`src/hdl/lut3d_trilinear_color_map_top_assert.svh`:
```
// ----------------------------------------------------------------------------
// lut3d_trilinear_color_map_top_assert.svh
// Assertion macros shared by the color map RTL.
// ----------------------------------------------------------------------------
`ifndef LUT3D_TRILINEAR_COLOR_MAP_TOP_ASSERT_SVH
`define LUT3D_TRILINEAR_COLOR_MAP_TOP_ASSERT_SVH

// condition holds at every edge out of reset
`define L3D_ASSERT_ALWAYS(lbl, clk, rst_n, cond, msg) \
  lbl: assert property (@(posedge clk) disable iff (!rst_n) (cond)) else $error(msg);

// same-cycle implication
`define L3D_ASSERT_IMPLY(lbl, clk, rst_n, ante, cons, msg) \
  lbl: assert property (@(posedge clk) disable iff (!rst_n) (ante) |-> (cons)) \
    else $error(msg);

// next-cycle implication
`define L3D_ASSERT_NEXT(lbl, clk, rst_n, ante, cons, msg) \
  lbl: assert property (@(posedge clk) disable iff (!rst_n) (ante) |=> (cons)) \
    else $error(msg);

`endif

```
`src/hdl/l3d_pkg.sv`:
```
`timescale 1ns / 1ps
// ----------------------------------------------------------------------------
// l3d_pkg
// Types, constants and helpers of the 3D LUT color map.
// ----------------------------------------------------------------------------
package l3d_pkg;

  localparam int L3D_MAX_GRID   = 17;
  localparam int L3D_IDX_W      = 13;
  localparam int L3D_CH_W       = 8;
  localparam int L3D_GRID_W     = 5;
  localparam int L3D_GRID_RESET = 17;
  localparam int L3D_FIFO_DEPTH = 16;
  localparam int L3D_ACC_W      = 32;
  localparam int L3D_CORNERS    = 8;

  // (255^3 - 1) / 2, rounding offset for half up
  localparam logic [L3D_ACC_W-1:0] L3D_HALF = 32'd8290687;
  localparam logic [L3D_CH_W-1:0]  L3D_CH_MAX = 8'd255;

  typedef enum logic {
    L3D_CMD_LOAD  = 1'b0,
    L3D_CMD_PIXEL = 1'b1
  } l3d_cmd_t;

  typedef struct packed {
    logic [L3D_CH_W-1:0] out_red;
    logic [L3D_CH_W-1:0] out_green;
    logic [L3D_CH_W-1:0] out_blue;
    logic                batch_end_out;
  } l3d_result_t;

  // floor(x / 255), exact for x below 65280
  function automatic logic [15:0] l3d_div255_small(input logic [15:0] x);
    logic [16:0] s;
    s = 17'(x) + 17'(x >> 8) + 17'd1;
    return 16'(s >> 8);
  endfunction

  // floor(x / 255) for any 32-bit x, reciprocal multiply
  function automatic logic [31:0] l3d_div255(input logic [31:0] x);
    logic [63:0] p;
    p = {32'd0, x} * 64'h0000_0000_8080_8081;
    return 32'(p >> 39);
  endfunction

endpackage

```
`src/hdl/l3d_merge.sv`:
```
`timescale 1ns / 1ps
// ----------------------------------------------------------------------------
// l3d_merge
// Sums the corner lanes and divides by 255^3 with rounding half up.
// ----------------------------------------------------------------------------
module l3d_merge import l3d_pkg::*; (
  input  logic                                      clk,
  input  logic [L3D_CORNERS-1:0][2:0][L3D_ACC_W-1:0] prod,
  output logic [2:0][L3D_CH_W-1:0]                  res
);

  logic [1:0][2:0][L3D_ACC_W-1:0] part_r;
  logic [2:0][L3D_ACC_W-1:0]      tot_r;
  logic [2:0][L3D_ACC_W-1:0]      q1_r;
  logic [2:0][L3D_ACC_W-1:0]      q2_r;

  always_ff @(posedge clk) begin
    for (int ch = 0; ch < 3; ch++) begin
      for (int h = 0; h < 2; h++) begin
        part_r[h][ch] <= prod[4*h][ch] + prod[4*h+1][ch] + prod[4*h+2][ch]
                       + prod[4*h+3][ch];
      end
      tot_r[ch] <= part_r[0][ch] + part_r[1][ch] + L3D_HALF;
      q1_r[ch]  <= l3d_div255(tot_r[ch]);
      q2_r[ch]  <= l3d_div255(q1_r[ch]);
    end
  end

  always_comb begin
    logic [L3D_ACC_W-1:0] q3;
    for (int ch = 0; ch < 3; ch++) begin
      q3      = l3d_div255(q2_r[ch]);
      res[ch] = (q3 > L3D_ACC_W'(L3D_CH_MAX)) ? L3D_CH_MAX : L3D_CH_W'(q3);
    end
  end

endmodule

```
`config.mk`:
```
export PLATFORM = sky130hd
export DESIGN_NAME = l3d_merge
export DESIGN_NICKNAME = d
export VERILOG_FILES = /design/src/hdl/lut3d_trilinear_color_map_top_assert.svh /design/src/hdl/l3d_pkg.sv /design/src/hdl/l3d_merge.sv
export SDC_FILE = /design/constraint.sdc
export NUM_CORES = 2
export LEC_CHECK = 0
export BUFFER_PORTS_ARGS = -buffer_cell sky130_fd_sc_hd__buf_2
export CAP_MARGIN = 20
export CORE_ASPECT_RATIO = 1.1
export CORE_MARGIN = 5
export CORE_UTILIZATION = 61
export DETAILED_ROUTE_END_ITERATION = 8
export PLACE_DENSITY = 0.83
export REMOVE_ABC_BUFFERS = 1
export SYNTH_ARGS = -nofsm -noshare
export SYNTH_HDL_FRONTEND = slang
export SYNTH_SLANG_ARGS = --single-unit
```
`constraint.sdc`:
```
create_clock -name clk -period 5.7 [get_ports clk]
set_clock_uncertainty 0.2 [all_clocks]
set_input_delay 0.855 -clock clk [delete_from_list [all_inputs] [get_ports clk]]
set_output_delay 0.855 -clock clk [all_outputs]
set_load 0.05 [all_outputs]
```
==> out/metrics.cfg <==
[floorplanning]
io_pins=793
die_area_mm2=0.109
fp.dieW_um=315
num_rows=123
die_h_um=345
coreArea_mm2=0.102
initial_core_util_pct=61.2

[logic_synthesis]
synth.most_common_cell=ha_1
synth-edff-count=0
synth_seq_cells=417
synthCells=6171
synth-async-reset-ratio_pct=0
syn-cell-area_mm2=0.0623
synth.top_cells.by_count=1,866 x ha_1, 879 x inv_1, 603 x fa_1
synth_ff_type=dfxtp_1
ys_seq_area_share_pct=13.4
synth_top_area_share_pct=37.5
avgSynthCellArea_um2=10.1
ys_warn_count=0
synth_top_cell_by_area=ha_1
ys_types=93
yosys-top-cells-area=ha_1 37%, fa_1 19%, dfxtp_1 13%

[sta]
setup_ws_ns=-0.0609
setup_viol=10
fmax_mhz=174
timing.final.crit_share_pct=101
min_period_ns=5.76
slew_violations=0
worst_pin_slew_ns=0.972
grt_setup_unrepaired=yes
max-slew-margin-rel_pct=34.8
hold_viol_final=0

[placement]
gp_congestion=1.03
hpwl_um=169000
dp_slack_ns=-0.0192
port_buffers=792
place_area_mm2=0.0686

[setup_path]
startpoint_type=register
required_ns=4.64
r2r-start=tot_r[10]$_DFF_P_
path_max_fanout=4
reg2reg_to=q1_r[19]$_DFF_P_
reg2reg_depth=20
reg2reg_slack_ns=0.13
cp-end-kind=output pin
crit_type=reg2out
crit_arrival_ns=4.71

[drt]
initialDrtViolationCount=3287
wl_per_cell_um=22.4
drt-total-wl_um=192000
dr.pass1.iters=9
vias=50000
drc=1
vias_per_cell=5.84
ant_nets=0

[cts]
htreeDepth=2
clockBufferDepth=3
cts_buffers=50
clk_latency_ns=0.65
cts.clk_slew.worst_paths_ns=0.07
cts_tree=yes
cts_num_sinks=417
clock-root-buffer=clkbuf_16

[global_route]
grt_pass1_vias=52400
gr-total-overflow=0
grt_max_degree=14
antenna_found_initial=44
grt_pass1_wl_um=290000
grt_usage_pct=34.3

[hold_path]
holdPathStages=2
hold_path.class=in2reg
whs_endpoint=part_r[128]$_DFF_P_
hold_start=prod[704]

[finish]
fin_nets=10400
drive_above_1_share_pct=16.5
area_growth_pct=15.3
stdcell_area_mm2=0.0719

[flow_run]
drv_cap=0

[status]
violations=DRC, setup timing
outcome=complete, but fails checks

final cells by class:
type | instances | area, um2
Antenna cell | 31 | 77.6
Timing Repair Buffer | 897 | 4910
Tap cell | 1375 | 1720
Sequential cell | 417 | 8400
Multi-Input combinational cell | 4869 | 51600
Fill cell | 7511 | 30000
Clock buffer | 69 | 1460
Clock inverter | 24 | 382
Inverter | 879 | 3300
worst max path at each step:
stage | start | endpoint | slack, ns
after floorplan | q2_r[33]$_DFF_P_ | res[14] | 0.04
after global placement | tot_r[34]$_DFF_P_ | q1_r[56]$_DFF_P_ | 0.15
after detailed placement | tot_r[34]$_DFF_P_ | q1_r[56]$_DFF_P_ | -0.02
after CTS | q2_r[17]$_DFF_P_ | res[3] | -0.01
after global routing | q2_r[17]$_DFF_P_ | res[3] | -0.24
final | q2_r[17]$_DFF_P_ | res[7] | -0.06
cell usage in the layout (no fill, tap or decap), types with 75 or more instances in the layout:
cell type	Yosys	routed
a21o_1	190	190
a21oi_1	320	308
buf_2	0	769
buf_4	0	106
dfxtp_1	417	393
fa_1	603	602
ha_1	1866	1817
inv_1	879	878
nand2_1	168	163
nand3_1	89	86
nor2_1	232	232
nor3_1	77	75
o21ai_0	183	170
xnor2_1	272	272
xor2_1	98	98
critical path: stages, from the launching register on:
cell,delay [ns]
dfxtp_2,0.34
ha_4,0.15
fa_1,0.46
fa_1,0.48
ha_1,0.35
ha_4,0.23
a21o_1,0.15
a21o_1,0.15
a21o_1,0.15
a21o_1,0.15
a31oi_1,0.19
o211ai_1,0.17
nand3_1,0.19
a31oi_4,0.12
buf_4,0.15
buf_6,0.11
a2111o_1,0.37
buf_6,0.16
registers in the layout, indices dropped and copies added (netlist names):
name,flops
part_r,192
tot_r,96
q1_r,75
q2_r,54
cells by family (layout without fill, tap and decap cells):
family | after synthesis | count (layout) | share of synthesized area [%]
compound gates | 1121 | 1121 | 11.9
xor+xnor | 370 | 370 | 5.20
fa+ha+maj | 2469 | 2469 | 56.8
buf+inv | 885 | 1869 | 5.33
flops | 417 | 417 | 13.4
mux | 3 | 3 | 0.0482
other cells | 0 | 31 | 0
simple gates | 906 | 906 | 7.30
routing by layer:
metal,up-vias,routed length [um],GRT usage [%]
li1,23500,-,-
met1,24100,75600,42.8
met2,1887,89000,57.2
met3,487,16000,6.89
met4,14,11300,16.1
met5,-,83,0
per-stage QoR:
stage / hold WS, ns / cells / TNS (ns) / util (%)
after CTS: 0.219 / 8514 / -0.0120 / 69.6
after global routing: 0.250 / 8548 / -3.70 / 70.5
after global placement: 0.316 / 8410 / 0 / 67.3
after floorplan: 0.263 / 6165 / 0 / -
final: 0.250 / 8561 / -0.337 / 70.5
after detailed placement: 0.317 / 8410 / -0.0203 / 67.3
what timing repair did:
item	CTS	global route
hold endpoints to repair	0	0
endpoints found under the setup margin	27	53
pin swaps	42	85
resized for setup	96	132
hold buffers	0	0
buffers inserted	11	16
Power is not shown: default switching activity piles up to over one toggle a cycle in this logic, so the estimate is an artifact.
