$ cat config.mk
export PLATFORM = sky130hd
export DESIGN_NAME = l3d_front
export DESIGN_NICKNAME = d
export VERILOG_FILES = /design/src/hdl/lut3d_trilinear_color_map_top_assert.svh /design/src/hdl/l3d_pkg.sv /design/src/hdl/l3d_front.sv
export SDC_FILE = /design/constraint.sdc
export NUM_CORES = 1
export LEC_CHECK = 0
export BUFFER_PORTS_ARGS = -buffer_cell sky130_fd_sc_hd__buf_2
export CORE_MARGIN = 8
export CORE_UTILIZATION = 63
export DETAILED_ROUTE_END_ITERATION = 7
export GPL_TIMING_DRIVEN = 0
export HOLD_SLACK_MARGIN = 0.15
export PLACE_DENSITY = 0.83
export SYNTH_ARGS = -nofsm -noshare
export SYNTH_HDL_FRONTEND = slang
export SYNTH_SLANG_ARGS = --single-unit
export TNS_END_PERCENT = 50
$ cat constraint.sdc
create_clock -name clk -period 7.31 [get_ports clk]
set_clock_uncertainty 0.2 [all_clocks]
set_input_delay 1.462 -clock clk [delete_from_list [all_inputs] [get_ports clk]]
set_output_delay 1.462 -clock clk [all_outputs]
set_load 0.01 [all_outputs]
$ cat src/hdl/lut3d_trilinear_color_map_top_assert.svh
// ----------------------------------------------------------------------------
// lut3d_trilinear_color_map_top_assert.svh
// Assertion macros shared by the color map RTL.
// ----------------------------------------------------------------------------
`ifndef LUT3D_TRILINEAR_COLOR_MAP_TOP_ASSERT_SVH
`define LUT3D_TRILINEAR_COLOR_MAP_TOP_ASSERT_SVH

// condition holds at every edge out of reset
`define L3D_ASSERT_ALWAYS(lbl, clk, rst_n, cond, msg) \
  lbl: assert property (@(posedge clk) disable iff (!rst_n) (cond)) else $error(msg);

// same-cycle implication
`define L3D_ASSERT_IMPLY(lbl, clk, rst_n, ante, cons, msg) \
  lbl: assert property (@(posedge clk) disable iff (!rst_n) (ante) |-> (cons)) \
    else $error(msg);

// next-cycle implication
`define L3D_ASSERT_NEXT(lbl, clk, rst_n, ante, cons, msg) \
  lbl: assert property (@(posedge clk) disable iff (!rst_n) (ante) |=> (cons)) \
    else $error(msg);

`endif

$ cat src/hdl/l3d_pkg.sv
`timescale 1ns / 1ps
// ----------------------------------------------------------------------------
// l3d_pkg
// Types, constants and helpers of the 3D LUT color map.
// ----------------------------------------------------------------------------
package l3d_pkg;

  localparam int L3D_MAX_GRID   = 17;
  localparam int L3D_IDX_W      = 13;
  localparam int L3D_CH_W       = 8;
  localparam int L3D_GRID_W     = 5;
  localparam int L3D_GRID_RESET = 17;
  localparam int L3D_FIFO_DEPTH = 16;
  localparam int L3D_ACC_W      = 32;
  localparam int L3D_CORNERS    = 8;

  // (255^3 - 1) / 2, rounding offset for half up
  localparam logic [L3D_ACC_W-1:0] L3D_HALF = 32'd8290687;
  localparam logic [L3D_CH_W-1:0]  L3D_CH_MAX = 8'd255;

  typedef enum logic {
    L3D_CMD_LOAD  = 1'b0,
    L3D_CMD_PIXEL = 1'b1
  } l3d_cmd_t;

  typedef struct packed {
    logic [L3D_CH_W-1:0] out_red;
    logic [L3D_CH_W-1:0] out_green;
    logic [L3D_CH_W-1:0] out_blue;
    logic                batch_end_out;
  } l3d_result_t;

  // floor(x / 255), exact for x below 65280
  function automatic logic [15:0] l3d_div255_small(input logic [15:0] x);
    logic [16:0] s;
    s = 17'(x) + 17'(x >> 8) + 17'd1;
    return 16'(s >> 8);
  endfunction

  // floor(x / 255) for any 32-bit x, reciprocal multiply
  function automatic logic [31:0] l3d_div255(input logic [31:0] x);
    logic [63:0] p;
    p = {32'd0, x} * 64'h0000_0000_8080_8081;
    return 32'(p >> 39);
  endfunction

endpackage

$ cat src/hdl/l3d_front.sv
`timescale 1ns / 1ps
// ----------------------------------------------------------------------------
// l3d_front
// Per-axis split: lattice index, clamped upper index and fraction.
// ----------------------------------------------------------------------------
module l3d_front import l3d_pkg::*; #(
  parameter int MAX_GRID = L3D_MAX_GRID,
  localparam int NW = $clog2(MAX_GRID + 1),
  localparam int IW = $clog2(MAX_GRID)
) (
  input  logic                         clk,
  input  logic [2:0][L3D_CH_W-1:0]     pix,
  input  logic [NW-1:0]                n,
  output logic [2:0][IW-1:0]           lo,
  output logic [2:0][IW-1:0]           hi,
  output logic [2:0][L3D_CH_W-1:0]     rem
);

  localparam int PW = L3D_CH_W + NW;

  logic [2:0][PW-1:0]       prod_r;
  logic [2:0][IW-1:0]       lo_r, lo_nxt;
  logic [2:0][IW-1:0]       hi_r, hi_nxt;
  logic [2:0][L3D_CH_W-1:0] rem_r, rem_nxt;

  always_ff @(posedge clk) begin
    for (int c = 0; c < 3; c++) begin
      prod_r[c] <= PW'(pix[c]) * PW'(n - NW'(1));
    end
    lo_r  <= lo_nxt;
    hi_r  <= hi_nxt;
    rem_r <= rem_nxt;
  end

  always_comb begin
    logic [15:0] x;
    logic [15:0] q;
    logic [15:0] top;
    top = 16'(n) - 16'd1;
    for (int c = 0; c < 3; c++) begin
      x          = 16'(prod_r[c]);
      q          = l3d_div255_small(x);
      lo_nxt[c]  = IW'(q);
      rem_nxt[c] = 8'(x - 16'(q * 16'd255));
      hi_nxt[c]  = (q < top) ? IW'(q + 16'd1) : IW'(q);
    end
  end

  assign lo  = lo_r;
  assign hi  = hi_r;
  assign rem = rem_r;

endmodule

==> out/results.tsv, run 1 <==
metric	value	unit
run_status	finished clean	
cap_violations	0	
fillers	1319	
synthArstFlopShare	0	%
synth_area_per_cell	9.38	µm²
cts_made_buffers	9	
gp_congestion	0.865	
hp-class	flip-flop to flip-flop	
r2r_slack	1.72	ns
start_util	63.9	%
synth_cells	1170	
worstSetupEndpoint	prod_r[25]	
post-route-period-util	96.1	%
multiInputGateArea	8020	µm²
startpoint_type	primary input	
critPathKind	primary input to flip-flop	
antenna_left	0	
die_area	21900	µm²
r2r_cells	19	
grt-ovfl-total	0	
grt_pass1_vias	8070	
num_vias	7764	
clockBufferDepth	2	
yosysWarnings	0	
grt_pass1_wl	37000	µm
groute.usage.overall	20.5	%
max_freq	142	MHz
cp.depth	19	
rsz0062_at_grt	false	
cts_hold_buf	0	
met1_usage	26.2	%
synth_edf_count	0	
clkSinkCount	93	
dp.cells	1478	
top_usage_layer	met2	
setup_viol	0	
synthFlopType	dfxtp_1	
use_met3	3.12	%
use_met2	35.2	%
drive_above_1_share	10.6	%
finalCriticalPeriod	7.03	ns
yosysSeqAreaShare	17.0	%
row_count	48	
max_stage_delay	0.54	ns
grt_max_degree	18	
worstMarginPinSlew	0.759	ns
reg2reg_from	prod_r[27]	
coreArea	17200	µm²
synth_area	11000	µm²
drc_errors	0	
regArea	1860	µm²
nets	1589	
worstPathRequired	7.35	ns
post-dp-hpwl	17900	µm
reg2reg_to	rem[23]	
clk_latency	0.34	ns
final_max_slew_viol_count	0	
vias_per_cell	5.20	
path_cells	buf_2, inv_1, ha_1, xor2_1, clkbuf_2, nand2_1, fa_1, fa_1, inv_1, fa_1, inv_1, fa_1, inv_1, ha_1, nand2_1, o21ai_0, o41ai_1, o21ai_0, xnor2_1	
endpoint_kind	flip-flop	
synth-seq-cells	93	
cts_htree_levels	3	
die_w	148	µm
arrival	7.06	ns
slew_headroom	49.1	%
slowest_stage	fa_1	
cp-startpoint	n[0]	
die_h	148	µm
clk_pin_slew	0.07	ns
cts_root_buf	clkbuf_16	
port_buffers	83	
worst_slack	0.284	ns
area_growth	8.99	%
critPathBufInv	6	
crit_family	adder cells	
grt_antenna_before_repair	1	
hold_viol	0	
drt_iter0_drc	297	
avgRoutedWirePerCell	14.3	µm
post_cts_buffers	0	
final_cell_count_no_fill	1494	
cts_tree	yes	
crit_fanout	17	
syn_nets	1496	
dp_slack	-0.623	ns
io_pins	84	
routed_wl	21400	µm
firstDrtPassIters	5	
synthDistinctLibCells	62	
## cell usage after synthesis, types with 2 or more instances
library cell | count | share of area [%]
and2_1 | 57 | 3.3
o21ai_1 | 4 | 0.18
and4_1 | 3 | 0.24
and3_1 | 7 | 0.40
buf_4 | 2 | 0.14
mux2i_1 | 3 | 0.27
nor2_1 | 34 | 1.2
nor4_1 | 2 | 0.11
ha_1 | 157 | 18
a21oi_1 | 36 | 1.6
clkbuf_1 | 13 | 0.44
or3_1 | 3 | 0.17
nand3_1 | 8 | 0.36
nor3_1 | 10 | 0.46
mux2_2 | 3 | 0.31
xnor2_2 | 2 | 0.30
maj3_1 | 2 | 0.18
dfxtp_1 | 93 | 17
fa_1 | 139 | 25
a21oi_2 | 2 | 0.16
o21ai_2 | 3 | 0.24
or3_4 | 2 | 0.21
inv_1 | 269 | 9.2
nor2b_1 | 40 | 2.3
o211ai_1 | 2 | 0.14
xnor2_1 | 88 | 7.0
o21bai_1 | 9 | 0.62
a211oi_1 | 2 | 0.14
nand2_1 | 70 | 2.4
nand2b_1 | 10 | 0.57
xor2_1 | 27 | 2.2
inv_2 | 3 | 0.10
a21o_1 | 13 | 0.89
o21a_1 | 6 | 0.41
xor2_2 | 2 | 0.30
o21ai_0 | 18 | 0.82
## through the flow
step                hold slack [ns]  setup TNS, ns  util (%)  cell area (µm²)
floorplan                     0.299              0         -            11000
global placement              0.362          -3.81      67.9            11700
detailed placement            0.352          -4.59      67.9            11700
CTS                           0.369              0      69.5            11900
global route                  0.401              0      69.6            12000
finish                        0.376              0      69.6            12000
## cells in the final DEF, fill, tap and decap left out, types with 18 or more instances in the layout
cell type  count
a21oi_1       36
ha_1         157
dfxtp_1       93
and2_1        57
nor2b_1       40
nor2_1        34
fa_1         139
inv_1        269
xnor2_1       88
xor2_1        26
buf_2         84
nand2_1       70
o21ai_0       18
## cell families (layout without fill, tap and decap cells)
family | after synthesis | after routing | share of synthesized area (%)
fa+ha+maj | 298 | 298 | 43.5
buf+inv | 289 | 387 | 10.0
simple gates | 255 | 255 | 12.4
xor+xnor | 119 | 119 | 9.77
compound gates | 110 | 110 | 6.76
flops | 93 | 93 | 17.0
mux | 6 | 6 | 0.582
other cells | 0 | 1 | 0
## per-layer routing
layer,up-vias,share of wire (%)
li1,3789,-
met1,3759,44
met2,191,49
met3,25,5.4
met4,0,1.5
met5,-,0
## worst min path at each step
stage / slack, ns / start / depth (start not counted) / end
finish: 0.38 / prod_r[11] / 1 / hi[3]
floorplan: 0.30 / prod_r[37] / 1 / hi[13]
global route: 0.40 / prod_r[11] / 1 / hi[3]
detailed placement: 0.35 / prod_r[11] / 1 / hi[3]
CTS: 0.37 / prod_r[11] / 1 / hi[3]
global placement: 0.36 / prod_r[37] / 1 / hi[13]
## registers in the layout, summed over array words and instances, names as in the netlist
register,count
prod_r,39
hi,15
lo,15
rem,24
## final cells by class
cell class	count	area share (%)
Tap cell	225	2.35
Timing Repair Buffer	83	3.47
Sequential cell	93	15.6
Antenna cell	1	0.0209
Clock buffer	11	2.03
Inverter	272	8.54
Multi-Input combinational cell	788	67.0
Clock inverter	5	0.303
Buffer	16	0.670
## what timing repair did
action,in CTS,in global routing
setup endpoints to repair,6,3
gates cloned,0,0
gates resized for setup,1,5
## worst register-to-register path: cells and delay by family, from the launching register on
| kind | cells | cell delay, ns |
|---|---|---|
| AO/OA/AOI/OAI | 5 | 0.89 |
| XOR/XNOR | 2 | 0.44 |
| adder cells (fa/ha/maj) | 7 | 2.68 |
| buffers and inverters | 1 | 0.05 |
| flip-flops | 1 | 0.36 |
| AND/OR/NAND/NOR | 4 | 0.86 |
Power of run 1 is not shown: default switching activity piles up to over one toggle a cycle in this logic, so the estimate is an artifact.
==> inputs of run 2 (changes only) <==
--- a/config.mk
+++ b/config.mk
@@ -5,7 +5,7 @@
 export SDC_FILE = /design/constraint.sdc
 export NUM_CORES = 1
 export LEC_CHECK = 0
-export BUFFER_PORTS_ARGS = -buffer_cell sky130_fd_sc_hd__buf_2
+export BUFFER_PORTS_ARGS = -buffer_cell sky130_fd_sc_hd__buf_4
 export CORE_MARGIN = 8
 export CORE_UTILIZATION = 63
 export DETAILED_ROUTE_END_ITERATION = 7
==> out/results.tsv, run 2 (synthesis results as in run 1) <==
metric	value	unit	change
gp_congestion	0.862		-0.35%
cts_hold_buf	0		unchanged
clk_pin_slew	0.06	ns	about the same
placed_cell_area	11900	µm²	+1.8%
drt_iter0_drc	395		+33%
grt_antenna_before_repair	0		-1
cts_htree_levels	3		unchanged
cts_root_buf	clkbuf_16		
largest-register	prod_r		
n_antenna_cell	0		-1
cts_tree	yes		
firstDrtPassIters	8		+3
path_cells	buf_4, inv_1, ha_1, nor3b_1, xor2_1, clkbuf_2, nand2_1, fa_1, fa_1, inv_1, fa_1, inv_1, fa_1, inv_1, ha_1, nand2_1, o21ai_0, o41ai_1, o21ai_0, xnor2_1		
dp.cells	1478		unchanged
critPathKind	primary input to flip-flop		
reg2reg_to	rem[23]		
port_buffers	83		unchanged
hold_start	prod_r[37]		
io_pins	84		unchanged
fin_area	12200	µm²	+2.0%
reg2reg_from	prod_r[27]		
row_count	48		unchanged
antenna_left	0		unchanged
critPathBufInv	6		unchanged
final_max_slew_viol_count	0		unchanged
setup_viol	0		unchanged
r2r_cells	19		unchanged
startpoint_type	primary input		
drc_errors	0		unchanged
die_area	21900	µm²	unchanged
vias_per_cell	5.23		+0.65%
post-route-period-util	95.9	%	-0.24 points
cap_violations	0		unchanged
arrival	7.04	ns	-0.02 ns
avgRoutedWirePerCell	14.4	µm	+0.82%
hp-class	flip-flop to flip-flop		
num_vias	7809		+0.58%
finalCriticalPeriod	7.01	ns	-0.0174 ns
slew_headroom	51.3	%	+2.3 points
cts_made_buffers	9		unchanged
run_status	finished clean		
layout_commonest_cell	inv_1		
hold_viol	0		unchanged
start_util	63.9	%	unchanged
worstMarginPinSlew	0.725	ns	-0.0341 ns
largest_register_ffs	39		unchanged
clockBufferDepth	2		unchanged
drive_above_1_share	10.6	%	unchanged
grt_max_degree	18		unchanged
min_to	hi[13]		
coreArea	17200	µm²	unchanged
endpoint_kind	flip-flop		
die_h	148	µm	unchanged
post-dp-hpwl	18100	µm	+1.2%
nets	1589		unchanged
r2r_slack	1.79	ns	+0.07 ns
tns	0	ns	unchanged
grt_pass1_vias	8256		+2.3%
max_stage_delay	0.54	ns	about the same
clk_latency	0.34	ns	about the same
crit_fanout	17		unchanged
grt-ovfl-total	0		unchanged
slowest_stage	o41ai_1		
rsz0062_at_grt	false		
crit_family	adder cells		
layout_common_cells	269 x inv_1, 157 x ha_1, 139 x fa_1, 93 x dfxtp_1, 88 x xnor2_1		
area_growth	11.2	%	
max_freq	143	MHz	+0.25%
final_cell_count_no_fill	1493		-0.067%
grt_pass1_wl	37500	µm	+1.4%
die_w	148	µm	unchanged
groute.usage.overall	20.7	%	+0.18 points
clkSinkCount	93		unchanged
whs_path_depth	1		unchanged
cp.depth	20		+1
routed_wl	21500	µm	+0.75%
worstPathRequired	7.34	ns	about the same
-- run 2: worst max-delay path by stage --
stage / start / endpoint / slack [ns]
4_1_cts: n[0] / prod_r[25] / 0.26
3_5_place_dp: n[0] / prod_r[37] / -0.58
6_report: n[0] / prod_r[25] / 0.30
3_3_place_gp: n[0] / prod_r[25] / -0.57
5_1_grt: n[0] / prod_r[25] / 0.03
2_1_floorplan: n[0] / prod_r[37] / 0.69
-- run 2: layout make-up --
type | instances | area, µm²
clock buffers | 12 | 267
repair buffers | 83 | 623
clock inverters | 4 | 53.8
flip-flops and latches | 93 | 1860
well taps | 225 | 282
plain buffers | 16 | 80.1
multi-input cells | 788 | 8010
fillers | 1344 | 4980
inverters | 272 | 1020
-- run 2: metrics by stage --
stage               hold slack (ns)  worst slack, ns  utilization [%]
global placement              0.365           -0.573             69.1
floorplan                     0.299            0.691                -
global route                  0.407           0.0251             71.0
CTS                           0.375            0.262             71.0
finish                        0.380            0.301             71.0
detailed placement            0.365           -0.578             69.1
-- run 2: worst register-to-register path, delay by kind of cell, from the launching register on --
kind            cells  cell delay [ns]
flops               1             0.35
fa+ha+maj           7             2.68
simple gates        4             0.85
xor+xnor            2             0.44
compound gates      5             0.85
buf+inv             1             0.05
-- run 2: what timing repair did --
action | 4_1_cts | 5_1_grt
gates resized for setup | 1 | 4
setup buffers | 0 | 0
gates cloned | 0 | 0
setup endpoints to repair | 6 | 1
-- run 2: metal layers --
layer	share of wire, %	track usage (%)	vias up
met5	0	0	-
met4	1.9	5.66	0
met3	5.6	3.67	29
met2	49	36.2	213
met1	43	25.7	3792
li1	-	-	3775
Power of run 2 is left out for the same reason.
